## src/sv/ppidfd_pkg.sv

```systemverilog
// Shared constants, configuration and command types for the filtered-derivative PID block.
`timescale 1ns / 1ps

package ppidfd_pkg;

  // Internal accumulator width and fixed-point fraction bits.
  localparam int ACC_WIDTH  = 40;
  localparam int FRAC_BITS  = 16;

  localparam int SAMPLE_W   = 32;
  localparam int GAIN_W     = 24;
  localparam int COEF_W     = 17;
  localparam int LIM_W      = 31;
  localparam int CFG_DATA_W = 31;
  localparam int CFG_IDX_W  = 3;

  // Second multiplier operand holds a gain magnitude or a filter weight up to one.
  localparam int MAG_B_W = (GAIN_W > FRAC_BITS + 1) ? GAIN_W : FRAC_BITS + 1;
  // The first operand is split into two halves that share one multiplier.
  localparam int HALF_W  = (ACC_WIDTH + 1) / 2;
  localparam int UPPER_W = ACC_WIDTH - HALF_W;
  localparam int PP_W    = HALF_W + MAG_B_W;
  localparam int PROD_W  = ACC_WIDTH + MAG_B_W;
  localparam int QUOT_W  = PROD_W - FRAC_BITS;

  typedef logic signed [ACC_WIDTH-1:0] acc_t;

  typedef enum logic [CFG_IDX_W-1:0] {
    REG_PROP_GAIN    = 3'd0,
    REG_INTEG_GAIN   = 3'd1,
    REG_DERIV_GAIN   = 3'd2,
    REG_FILTER_COEFF = 3'd3,
    REG_PROP_LIMIT   = 3'd4,
    REG_INTEG_BOUND  = 3'd5,
    REG_DERIV_LIMIT  = 3'd6,
    REG_OUT_LIMIT    = 3'd7
  } cfg_idx_t;

  // Products computed on the shared multiplier, in issue order.
  typedef enum logic [2:0] {
    OP_DA = 3'd0,  // derivative input times filter weight
    OP_FB = 3'd1,  // old filtered derivative times one minus weight
    OP_PE = 3'd2,  // proportional gain times error
    OP_IA = 3'd3,  // integral gain times accumulator
    OP_DF = 3'd4   // derivative gain times new filtered derivative
  } op_t;

  typedef struct packed {
    logic signed [GAIN_W-1:0] prop_gain;
    logic signed [GAIN_W-1:0] integ_gain;
    logic signed [GAIN_W-1:0] deriv_gain;
    logic [COEF_W-1:0]        filter_coeff;
    logic [LIM_W-1:0]         prop_limit;
    logic [LIM_W-1:0]         integ_bound;
    logic [LIM_W-1:0]         deriv_limit;
    logic [LIM_W-1:0]         out_limit;
  } cfg_t;

  typedef struct packed {
    logic take_in;
    logic pre;
    logic ld_en;
    op_t  ld_op;
    logic iclamp;
    logic lo_en;
    logic hi_en;
    logic sum_pi;
    logic sum_d;
    logic out_load;
  } cmd_t;

endpackage

```

## src/sv/ppidfd_if.sv

```systemverilog
// Request channel interfaces for the error samples and the drive values.
`timescale 1ns / 1ps

interface ppidfd_err_if;
  logic                                  valid;
  logic                                  ready;
  logic signed [ppidfd_pkg::SAMPLE_W-1:0] err_sample;

  modport source (output valid, output err_sample, input ready);
  modport sink (input valid, input err_sample, output ready);
endinterface

interface ppidfd_drive_if;
  logic                                  valid;
  logic                                  ready;
  logic signed [ppidfd_pkg::SAMPLE_W-1:0] drive_value;

  modport source (output valid, output drive_value, input ready);
  modport sink (input valid, input drive_value, output ready);
endinterface

```

## src/sv/ppidfd_regs.sv

```systemverilog
// Configuration register file for gains, filter weight and clamp limits.
`timescale 1ns / 1ps

module ppidfd_regs (
  input  logic                              clk,
  input  logic                              rst,
  input  logic                              cfg_we,
  input  logic [ppidfd_pkg::CFG_IDX_W-1:0]  cfg_index,
  input  logic [ppidfd_pkg::CFG_DATA_W-1:0] cfg_data,
  output ppidfd_pkg::cfg_t                  cfg
);

  always_ff @(posedge clk) begin
    if (rst) begin
      cfg <= '{prop_gain:    '0,
               integ_gain:   '0,
               deriv_gain:   '0,
               filter_coeff: '0,
               prop_limit:   '0,
               integ_bound:  '1,
               deriv_limit:  '0,
               out_limit:    '0};
    end else if (cfg_we) begin
      case (ppidfd_pkg::cfg_idx_t'(cfg_index))
        ppidfd_pkg::REG_PROP_GAIN:    cfg.prop_gain    <= cfg_data[ppidfd_pkg::GAIN_W-1:0];
        ppidfd_pkg::REG_INTEG_GAIN:   cfg.integ_gain   <= cfg_data[ppidfd_pkg::GAIN_W-1:0];
        ppidfd_pkg::REG_DERIV_GAIN:   cfg.deriv_gain   <= cfg_data[ppidfd_pkg::GAIN_W-1:0];
        ppidfd_pkg::REG_FILTER_COEFF: cfg.filter_coeff <= cfg_data[ppidfd_pkg::COEF_W-1:0];
        ppidfd_pkg::REG_PROP_LIMIT:   cfg.prop_limit   <= cfg_data[ppidfd_pkg::LIM_W-1:0];
        ppidfd_pkg::REG_INTEG_BOUND:  cfg.integ_bound  <= cfg_data[ppidfd_pkg::LIM_W-1:0];
        ppidfd_pkg::REG_DERIV_LIMIT:  cfg.deriv_limit  <= cfg_data[ppidfd_pkg::LIM_W-1:0];
        ppidfd_pkg::REG_OUT_LIMIT:    cfg.out_limit    <= cfg_data[ppidfd_pkg::LIM_W-1:0];
        default: ;
      endcase
    end
  end

endmodule

```

## src/sv/ppidfd_ctrl.sv

```systemverilog
// Controller state machine that sequences one request through the shared datapath.
`timescale 1ns / 1ps

module ppidfd_ctrl (
  input  logic             clk,
  input  logic             rst,
  input  logic             in_valid,
  output logic             in_ready,
  output logic             out_valid,
  input  logic             out_ready,
  output ppidfd_pkg::cmd_t cmd
);

  typedef enum logic [8:0] {
    S_IDLE   = 9'b000000001,
    S_PRE    = 9'b000000010,
    S_LOAD   = 9'b000000100,
    S_MLO    = 9'b000001000,
    S_MHI    = 9'b000010000,
    S_SUM_PI = 9'b000100000,
    S_WAIT_D = 9'b001000000,
    S_SUM_D  = 9'b010000000,
    S_FINAL  = 9'b100000000
  } state_t;

  state_t           state, state_next;
  ppidfd_pkg::op_t  op, op_next;
  logic             out_valid_next;

  always_comb begin
    cmd        = '0;
    state_next = state;
    op_next    = op;
    in_ready   = (state == S_IDLE);
    case (state)
      S_IDLE: begin
        if (in_valid) begin
          cmd.take_in = 1'b1;
          state_next  = S_PRE;
        end
      end
      S_PRE: begin
        cmd.pre    = 1'b1;
        state_next = S_LOAD;
      end
      S_LOAD: begin
        cmd.ld_en  = 1'b1;
        cmd.ld_op  = ppidfd_pkg::OP_DA;
        cmd.iclamp = 1'b1;
        op_next    = ppidfd_pkg::OP_DA;
        state_next = S_MLO;
      end
      S_MLO: begin
        cmd.lo_en  = 1'b1;
        state_next = S_MHI;
      end
      S_MHI: begin
        // The next operand pair loads while the upper half is multiplied.
        cmd.hi_en = 1'b1;
        if (op == ppidfd_pkg::OP_DF) begin
          state_next = S_SUM_PI;
        end else begin
          case (op)
            ppidfd_pkg::OP_DA: op_next = ppidfd_pkg::OP_FB;
            ppidfd_pkg::OP_FB: op_next = ppidfd_pkg::OP_PE;
            ppidfd_pkg::OP_PE: op_next = ppidfd_pkg::OP_IA;
            ppidfd_pkg::OP_IA: op_next = ppidfd_pkg::OP_DF;
            default:           op_next = ppidfd_pkg::OP_DA;
          endcase
          cmd.ld_en  = 1'b1;
          cmd.ld_op  = op_next;
          state_next = S_MLO;
        end
      end
      S_SUM_PI: begin
        cmd.sum_pi = 1'b1;
        state_next = S_WAIT_D;
      end
      S_WAIT_D: begin
        state_next = S_SUM_D;
      end
      S_SUM_D: begin
        cmd.sum_d  = 1'b1;
        state_next = S_FINAL;
      end
      S_FINAL: begin
        if (!out_valid || out_ready) begin
          cmd.out_load = 1'b1;
          state_next   = S_IDLE;
        end
      end
      default: begin
        state_next = S_IDLE;
      end
    endcase
  end

  always_comb begin
    out_valid_next = out_valid;
    if (cmd.out_load) begin
      out_valid_next = 1'b1;
    end else if (out_ready) begin
      out_valid_next = 1'b0;
    end
  end

  always_ff @(posedge clk) begin
    if (rst) begin
      state     <= S_IDLE;
      op        <= ppidfd_pkg::OP_DA;
      out_valid <= 1'b0;
    end else begin
      state     <= state_next;
      op        <= op_next;
      out_valid <= out_valid_next;
    end
  end

endmodule

```

## src/sv/ppidfd_dpath.sv

```systemverilog
// Datapath: controller state terms, shared split multiplier, saturation and clamps.
`timescale 1ns / 1ps

module ppidfd_dpath (
  input  logic                                   clk,
  input  logic                                   rst,
  input  ppidfd_pkg::cfg_t                       cfg,
  input  ppidfd_pkg::cmd_t                       cmd,
  input  logic signed [ppidfd_pkg::SAMPLE_W-1:0] err_sample,
  output logic signed [ppidfd_pkg::SAMPLE_W-1:0] drive_value
);

  localparam int AW = ppidfd_pkg::ACC_WIDTH;
  localparam int BW = ppidfd_pkg::MAG_B_W;
  localparam int HW = ppidfd_pkg::HALF_W;

  localparam ppidfd_pkg::acc_t ACC_MAX = {1'b0, {(AW-1){1'b1}}};
  localparam ppidfd_pkg::acc_t ACC_MIN = {1'b1, {(AW-1){1'b0}}};
  localparam logic [BW-1:0]    ONE_B   = BW'(1) << ppidfd_pkg::FRAC_BITS;

  function automatic ppidfd_pkg::acc_t sat_wide(input logic [AW:0] v);
    if (v[AW] != v[AW-1]) begin
      return v[AW] ? ACC_MIN : ACC_MAX;
    end
    return ppidfd_pkg::acc_t'(v[AW-1:0]);
  endfunction

  function automatic ppidfd_pkg::acc_t sat_add(input ppidfd_pkg::acc_t x,
                                               input ppidfd_pkg::acc_t y);
    logic [AW:0] s;
    s = {x[AW-1], x} + {y[AW-1], y};
    return sat_wide(s);
  endfunction

  function automatic ppidfd_pkg::acc_t sat_sub(input ppidfd_pkg::acc_t x,
                                               input ppidfd_pkg::acc_t y);
    logic [AW:0] s;
    s = {x[AW-1], x} - {y[AW-1], y};
    return sat_wide(s);
  endfunction

  function automatic ppidfd_pkg::acc_t clamp_sym(input ppidfd_pkg::acc_t x,
                                                 input logic [ppidfd_pkg::LIM_W-1:0] lim);
    ppidfd_pkg::acc_t l;
    ppidfd_pkg::acc_t nl;
    l  = ppidfd_pkg::acc_t'(lim);
    nl = -l;
    if (x > l) begin
      return l;
    end else if (x < nl) begin
      return nl;
    end
    return x;
  endfunction

  function automatic logic [BW:0] gain_ext(input logic [ppidfd_pkg::GAIN_W-1:0] g);
    return {{(BW + 1 - ppidfd_pkg::GAIN_W){g[ppidfd_pkg::GAIN_W-1]}}, g};
  endfunction

  // Controller state terms and per-request temporaries.
  ppidfd_pkg::acc_t e_reg, d_in, integ_accum, last_prop_term, filtered_deriv;
  ppidfd_pkg::acc_t m0, i_term, p_term, d_term, s_pi, s_all;

  // Multiplier pipeline.
  logic [AW-1:0]                  mag_a;
  logic [BW-1:0]                  mag_b;
  logic                           ld_neg;
  ppidfd_pkg::op_t                ld_tag;
  logic [ppidfd_pkg::PP_W-1:0]    pp_lo;
  logic [ppidfd_pkg::PROD_W-1:0]  prod;
  logic                           prod_neg;
  ppidfd_pkg::op_t                prod_tag;
  logic                           fin_en;
  ppidfd_pkg::acc_t               mres;
  ppidfd_pkg::op_t                mres_tag;
  logic                           wb_en;

  logic [BW-1:0]                  coef_ext, coef, coef_comp;
  ppidfd_pkg::acc_t               opnd_a;
  logic [BW:0]                    opnd_b;
  logic [AW-1:0]                  abs_a;
  logic [BW:0]                    abs_b;
  logic [HW-1:0]                  mul_x;
  logic [ppidfd_pkg::PP_W-1:0]    mul_p;
  logic [ppidfd_pkg::QUOT_W-1:0]  quot;
  logic                           quot_big;
  ppidfd_pkg::acc_t               fin_val;
  ppidfd_pkg::acc_t               drive_next;

  // Operand selection and sign/magnitude split.
  always_comb begin
    coef_ext  = BW'(cfg.filter_coeff);
    coef      = (coef_ext > ONE_B) ? ONE_B : coef_ext;
    coef_comp = ONE_B - coef;
    case (cmd.ld_op)
      ppidfd_pkg::OP_DA: begin
        opnd_a = d_in;
        opnd_b = {1'b0, coef};
      end
      ppidfd_pkg::OP_FB: begin
        opnd_a = filtered_deriv;
        opnd_b = {1'b0, coef_comp};
      end
      ppidfd_pkg::OP_PE: begin
        opnd_a = e_reg;
        opnd_b = gain_ext(cfg.prop_gain);
      end
      ppidfd_pkg::OP_IA: begin
        opnd_a = integ_accum;
        opnd_b = gain_ext(cfg.integ_gain);
      end
      ppidfd_pkg::OP_DF: begin
        opnd_a = filtered_deriv;
        opnd_b = gain_ext(cfg.deriv_gain);
      end
      default: begin
        opnd_a = '0;
        opnd_b = '0;
      end
    endcase
    abs_a = opnd_a[AW-1] ? (~opnd_a + 1'b1) : opnd_a;
    abs_b = opnd_b[BW]   ? (~opnd_b + 1'b1) : opnd_b;
  end

  // One multiplier takes the lower half of the first operand, then the upper half.
  assign mul_x = cmd.hi_en ? HW'(mag_a[AW-1:HW]) : mag_a[HW-1:0];
  assign mul_p = mul_x * mag_b;

  // Truncate the magnitude toward zero, then saturate and restore the sign.
  always_comb begin
    quot     = prod[ppidfd_pkg::PROD_W-1:ppidfd_pkg::FRAC_BITS];
    quot_big = |quot[ppidfd_pkg::QUOT_W-1:AW-1];
    if (!prod_neg) begin
      fin_val = quot_big ? ACC_MAX : ppidfd_pkg::acc_t'(quot[AW-1:0]);
    end else begin
      fin_val = quot_big ? ACC_MIN : -ppidfd_pkg::acc_t'(quot[AW-1:0]);
    end
  end

  assign drive_next = clamp_sym(s_all, cfg.out_limit);

  always_ff @(posedge clk) begin
    if (rst) begin
      integ_accum    <= '0;
      last_prop_term <= '0;
      filtered_deriv <= '0;
      fin_en         <= 1'b0;
      wb_en          <= 1'b0;
    end else begin
      fin_en <= cmd.hi_en;
      wb_en  <= fin_en;
      if (cmd.pre) begin
        integ_accum <= sat_add(integ_accum, e_reg);
      end else if (cmd.iclamp && (cfg.integ_gain != '0)) begin
        integ_accum <= clamp_sym(integ_accum, cfg.integ_bound);
      end
      if (wb_en) begin
        case (mres_tag)
          ppidfd_pkg::OP_FB: filtered_deriv <= sat_add(m0, mres);
          ppidfd_pkg::OP_PE: last_prop_term <= mres;
          default: ;
        endcase
      end
    end
  end

  always_ff @(posedge clk) begin
    if (cmd.take_in) begin
      e_reg <= ppidfd_pkg::acc_t'(err_sample);
    end
    if (cmd.pre) begin
      d_in <= sat_sub(e_reg, last_prop_term);
    end
    if (cmd.ld_en) begin
      mag_a  <= abs_a;
      mag_b  <= abs_b[BW-1:0];
      ld_neg <= opnd_a[AW-1] ^ opnd_b[BW];
      ld_tag <= cmd.ld_op;
    end
    if (cmd.lo_en) begin
      pp_lo <= mul_p;
    end
    if (cmd.hi_en) begin
      prod     <= ppidfd_pkg::PROD_W'(pp_lo) + (ppidfd_pkg::PROD_W'(mul_p) << HW);
      prod_neg <= ld_neg;
      prod_tag <= ld_tag;
    end
    if (fin_en) begin
      mres     <= fin_val;
      mres_tag <= prod_tag;
    end
    if (wb_en) begin
      case (mres_tag)
        ppidfd_pkg::OP_DA: m0 <= mres;
        ppidfd_pkg::OP_IA: begin
          i_term <= mres;
          p_term <= clamp_sym(last_prop_term, cfg.prop_limit);
        end
        ppidfd_pkg::OP_DF: d_term <= clamp_sym(mres, cfg.deriv_limit);
        default: ;
      endcase
    end
    if (cmd.sum_pi) begin
      s_pi <= sat_add(p_term, i_term);
    end
    if (cmd.sum_d) begin
      s_all <= sat_add(s_pi, d_term);
    end
    if (cmd.out_load) begin
      drive_value <= drive_next[ppidfd_pkg::SAMPLE_W-1:0];
    end
  end

endmodule

```

## src/sv/positional_pid_filtered_derivative.sv

```systemverilog
// The drive value is registered in S_FINAL, after S_PRE, S_LOAD, the S_MLO/S_MHI passes,
// S_SUM_PI, S_WAIT_D and S_SUM_D; five products share one multiplier, two passes each.
// Only then is the next request taken; the drive value waits in the output register. Reset
// (rst, synchronous, active high) zeroes the P, D and I state, controller and config registers,
// except the integral bound, set to its maximum; other datapath registers are not reset.
`timescale 1ns / 1ps

module positional_pid_filtered_derivative (
  input  logic                              clk,
  input  logic                              rst,
  ppidfd_err_if.sink                        err_ch,
  ppidfd_drive_if.source                    drive_ch,
  input  logic                              cfg_we,
  input  logic [ppidfd_pkg::CFG_IDX_W-1:0]  cfg_index,
  input  logic [ppidfd_pkg::CFG_DATA_W-1:0] cfg_data
);

  ppidfd_pkg::cfg_t cfg;
  ppidfd_pkg::cmd_t cmd;

  ppidfd_regs u_regs (
    .clk       (clk),
    .rst       (rst),
    .cfg_we    (cfg_we),
    .cfg_index (cfg_index),
    .cfg_data  (cfg_data),
    .cfg       (cfg)
  );

  ppidfd_ctrl u_ctrl (
    .clk       (clk),
    .rst       (rst),
    .in_valid  (err_ch.valid),
    .in_ready  (err_ch.ready),
    .out_valid (drive_ch.valid),
    .out_ready (drive_ch.ready),
    .cmd       (cmd)
  );

  ppidfd_dpath u_dpath (
    .clk         (clk),
    .rst         (rst),
    .cfg         (cfg),
    .cmd         (cmd),
    .err_sample  (err_ch.err_sample),
    .drive_value (drive_ch.drive_value)
  );

endmodule

```

## src/flat_wrapper.sv

```systemverilog
// flat-port wrapper written by rule: the top's interface ports become plain ports
module positional_pid_filtered_derivative_flat 
  (clk, rst, cfg_we, cfg_index, cfg_data, err_ch_valid, err_ch_err_sample, err_ch_ready, drive_ch_valid, drive_ch_drive_value, drive_ch_ready);
  ppidfd_err_if err_ch_i ();
  ppidfd_drive_if drive_ch_i ();
  input  logic clk;
  input  logic rst;
  input  logic cfg_we;
  input  logic [ppidfd_pkg::CFG_IDX_W-1:0] cfg_index;
  input  logic [ppidfd_pkg::CFG_DATA_W-1:0] cfg_data;
  input wire logic [$bits(err_ch_i.valid)-1:0] err_ch_valid;
  input wire logic [$bits(err_ch_i.err_sample)-1:0] err_ch_err_sample;
  output wire logic [$bits(err_ch_i.ready)-1:0] err_ch_ready;
  output wire logic [$bits(drive_ch_i.valid)-1:0] drive_ch_valid;
  output wire logic [$bits(drive_ch_i.drive_value)-1:0] drive_ch_drive_value;
  input wire logic [$bits(drive_ch_i.ready)-1:0] drive_ch_ready;
  assign err_ch_i.valid = err_ch_valid;
  assign err_ch_i.err_sample = err_ch_err_sample;
  assign err_ch_ready = err_ch_i.ready;
  assign drive_ch_valid = drive_ch_i.valid;
  assign drive_ch_drive_value = drive_ch_i.drive_value;
  assign drive_ch_i.ready = drive_ch_ready;
  positional_pid_filtered_derivative u_core (.clk(clk), .rst(rst), .err_ch(err_ch_i), .drive_ch(drive_ch_i), .cfg_we(cfg_we), .cfg_index(cfg_index), .cfg_data(cfg_data));
endmodule
```

## config.mk

```make
export PLATFORM = sky130hd
export DESIGN_NAME = positional_pid_filtered_derivative_flat
export DESIGN_NICKNAME = d
export VERILOG_FILES = /design/src/sv/ppidfd_pkg.sv /design/src/sv/ppidfd_if.sv /design/src/sv/ppidfd_regs.sv /design/src/sv/ppidfd_ctrl.sv /design/src/sv/ppidfd_dpath.sv /design/src/sv/positional_pid_filtered_derivative.sv /design/src/flat_wrapper.sv
export SDC_FILE = /design/constraint.sdc
export NUM_CORES = 2
export LEC_CHECK = 0
export BUFFER_PORTS_ARGS = -buffer_cell sky130_fd_sc_hd__buf_2
export CAP_MARGIN = 30
export CORE_MARGIN = 2
export CORE_UTILIZATION = 45
export DETAILED_ROUTE_END_ITERATION = 6
export GPL_TIMING_DRIVEN = 0
export PLACE_DENSITY_LB_ADDON = 0.08
export SLEW_MARGIN = 20
export SYNTH_ARGS = -nofsm -noshare
export SYNTH_HDL_FRONTEND = slang
export SYNTH_HIERARCHICAL = 1
export SYNTH_SLANG_ARGS = --single-unit
```

## constraint.sdc

```tcl
create_clock -name clk -period 32 [get_ports clk]
set_input_delay 4.8 -clock clk [delete_from_list [all_inputs] [get_ports clk]]
set_output_delay 4.8 -clock clk [all_outputs]
set_load 0.005 [all_outputs]
```

==> results.ini <==
[run_status]
status = finished with violations
failed_checks = DRC

[worst_setup_path]
endpoint_kind = flop
startpoint_type = flop
crit_top_cell = fa_1
critPathMaxFanout = 27
worstPathArrival_ns = 13.28
worstReg2RegEnd = u_core/u_dpath/prod[63]
reg2reg_from = u_core/u_ctrl/state[7]
cpMaxStageDelayCell = mux2i_2
setup.worst_path.class = reg2reg
worstPathRequired_ns = 32.45
cpPeakStageDelay_ns = 0.79
reg2reg_depth = 41
reg2reg_slack_ns = 19.18

[route]
wl_per_cell_um = 25.9
vias = 63414
totalWireLength_um = 280000
first_pass_iters = 7
antenna_left = 0
drt_iter0_markers = 6291
drc = 14
routed_via_density = 5.88

[clocking]
clock_latency_ns = 0.77
clock_sinks = 883
cts_max_level = 3
postCtsSetupBuffers = 0
clockRootBuffer = clkbuf_16
cts_tree = done
clk_pin_slew_ns = 0.06
cts_max_path_buffers = 3
cts_hold_buf = 0
cts_resized = 0
numCtsBuffers = 104

[placement]
dpl_worst_slack_ns = 19.42
gp_congestion = 0.984
hpwl_um = 223000
port_buffers = 104
dp_cells = 10575

[floorplanning]
placementRows = 150
ios = 105
die_area_um2 = 172000
initial_core_util = 0.454
die_h_um = 415
core-area_um2 = 167000
fp.dieW_um = 415

[grt]
grt_pass1_vias = 60452
grt_max_degree = 45
grt_pass1_wl_um = 408000
grt-ovfl-total = 0
grt_antenna_before_repair = 18
grt_usage = 0.319

[cells_and_area]
drive_gt1_frac = 0.0570
final_common_cell = inv_1
layout.cells.non_filler = 10783
fillCellCount = 15920
nets = 9618
largest_reg_flops = 213
syn_to_final_growth_pct = 9.68
top_register = u_core/u_regs/cfg
top_regs = u_core/u_regs/cfg: 213 flops, u_core/u_dpath/prod: 48 flops
fin_util = 0.498
layout_common_cells = inv_1, ha_1, nand2_1

[sta]
fmax_mhz = 78.0
fin_crit_ns = 12.82
slew_headroom = 0.250
worst_slack_ns = 19.18
rsz0062_at_grt = no
setup_viol = 0
clock_skew_ns = 0.0514
final.setup.tns_ns = 0
hold_viol = 0
hold_ws_ns = 0.420
min_period_over_period = 0.401
worst_pin_slew_ns = 1.12
drv_slew = 0

[yosys]
synth_top_cells_by_area = edfxtp_1, ha_1, fa_1
synth_nets = 9371
yosysWarnings = 6
netlist_area_um2 = 75900
synth_top_area_frac = 0.212
synthDistinctLibCells = 103
synth_ff_type = edfxtp_1
syn_avg_cell_area_um2 = 9.21
ys_ff_latch = 883
netlist_instances = 8236
synth_top_area_cell = edfxtp_1
synth_edf_count = 535
yosysSeqAreaShare = 0.304
synthArstFlopShare = 0

[hold_path]
min_from = u_core/u_dpath/ld_neg
hold_path_depth = 0
hp-class = reg2reg
min_to = u_core/u_dpath/prod_neg

[job]
drv_cap = 0

[power]
peakVddDrop_mv = 0.0466
pwr_density_cell_nw_per_um2 = 45.8
leakage_nw = 34.7

-- synthesized netlist by cell type (all sizes together), types with 68 or more instances --
library cell / instances
nand2: 600
nor4: 68
o21ai: 399
a21oi: 579
xor2: 130
xnor2: 343
nand3: 135
o21a: 80
nor2: 524
nand4: 83
dfxtp: 348
ha: 666
edfxtp: 535
clkbuf: 324
nor3: 166
nor2b: 147
inv: 770
mux2i: 292
and2: 227
nand2b: 287
fa: 398
a211oi: 90
a21o: 185
-- worst max-delay path: cells and delay by family (launching register included) --
kind | cells | cell delay, ns
AND/OR/NAND/NOR | 11 | 2.50
buffers and inverters | 11 | 2.24
XOR/XNOR | 2 | 0.56
multiplexers | 1 | 0.79
adder cells (fa/ha/maj) | 9 | 4.22
AO/OA/AOI/OAI | 7 | 1.76
flip-flops | 1 | 0.40
-- where the power goes --
part	switching (W)	internal, W
Clock	0.000524	0.000723
Sequential	0.0000208	0.00127
Combinational	0.000815	0.000455
-- worst max-delay path by stage --
| stage | from | end | slack, ns | cells after the start |
|---|---|---|---|---|
| 5_1_grt | u_core/u_ctrl/state[5] | u_core/u_dpath/prod[63] | 18.61 | 41 |
| 3_5_place_dp | u_core/u_ctrl/state[7] | u_core/u_dpath/prod[63] | 19.42 | 41 |
| 2_1_floorplan | u_core/u_ctrl/state[0] | u_core/u_dpath/prod[63] | 19.66 | 41 |
| 6_report | u_core/u_ctrl/state[7] | u_core/u_dpath/prod[63] | 19.18 | 41 |
| 3_3_place_gp | u_core/u_ctrl/state[5] | u_core/u_dpath/prod[63] | 15.87 | 40 |
| 4_1_cts | u_core/u_ctrl/state[7] | u_core/u_dpath/prod[63] | 19.27 | 41 |
-- area by class of cell --
| class | count | area (um2) | share of cell area |
|---|---|---|---|
| antenna | 5 | 12.5 | 0.000150 |
| buffer | 390 | 1580 | 0.0190 |
| clock buffer | 129 | 2760 | 0.0331 |
| clock inverter | 68 | 806 | 0.00968 |
| inverter | 771 | 2890 | 0.0348 |
| multi-input combinational | 6192 | 48400 | 0.582 |
| sequential | 883 | 23000 | 0.277 |
| tap | 2204 | 2760 | 0.0331 |
| timing repair buffer | 141 | 956 | 0.0115 |
-- metal layers --
metal | part of all wire | GRT usage | up-vias
li1 | - | - | 29413
met1 | 0.45 | 0.457 | 31051
met2 | 0.43 | 0.478 | 2486
met3 | 0.076 | 0.0454 | 458
met4 | 0.051 | 0.142 | 6
met5 | 0.00014 | 0 | -
-- through the flow --
step / power (W) / cell area [um2]
6_report: 0.00381 / 83200
5_1_grt: 0.00400 / 83200
4_1_cts: 0.00380 / 83100
3_5_place_dp: 0.00254 / 79600
3_3_place_gp: 0.00254 / 79100
2_1_floorplan: 0.00217 / 75900
-- logic make-up (layout without fill, tap and decap cells) --
| family | count (synthesis) | after routing | share of synthesized area |
|---|---|---|---|
| other cells | 0 | 5 | 0 |
| simple gates | 2431 | 2431 | 0.164 |
| compound gates | 1865 | 1865 | 0.156 |
| fa+ha+maj | 1096 | 1096 | 0.219 |
| mux | 327 | 327 | 0.0437 |
| flops | 883 | 883 | 0.304 |
| xor+xnor | 473 | 473 | 0.0546 |
| buf+inv | 1161 | 1499 | 0.0589 |
Note: power is estimated with default switching activity, not from simulation.
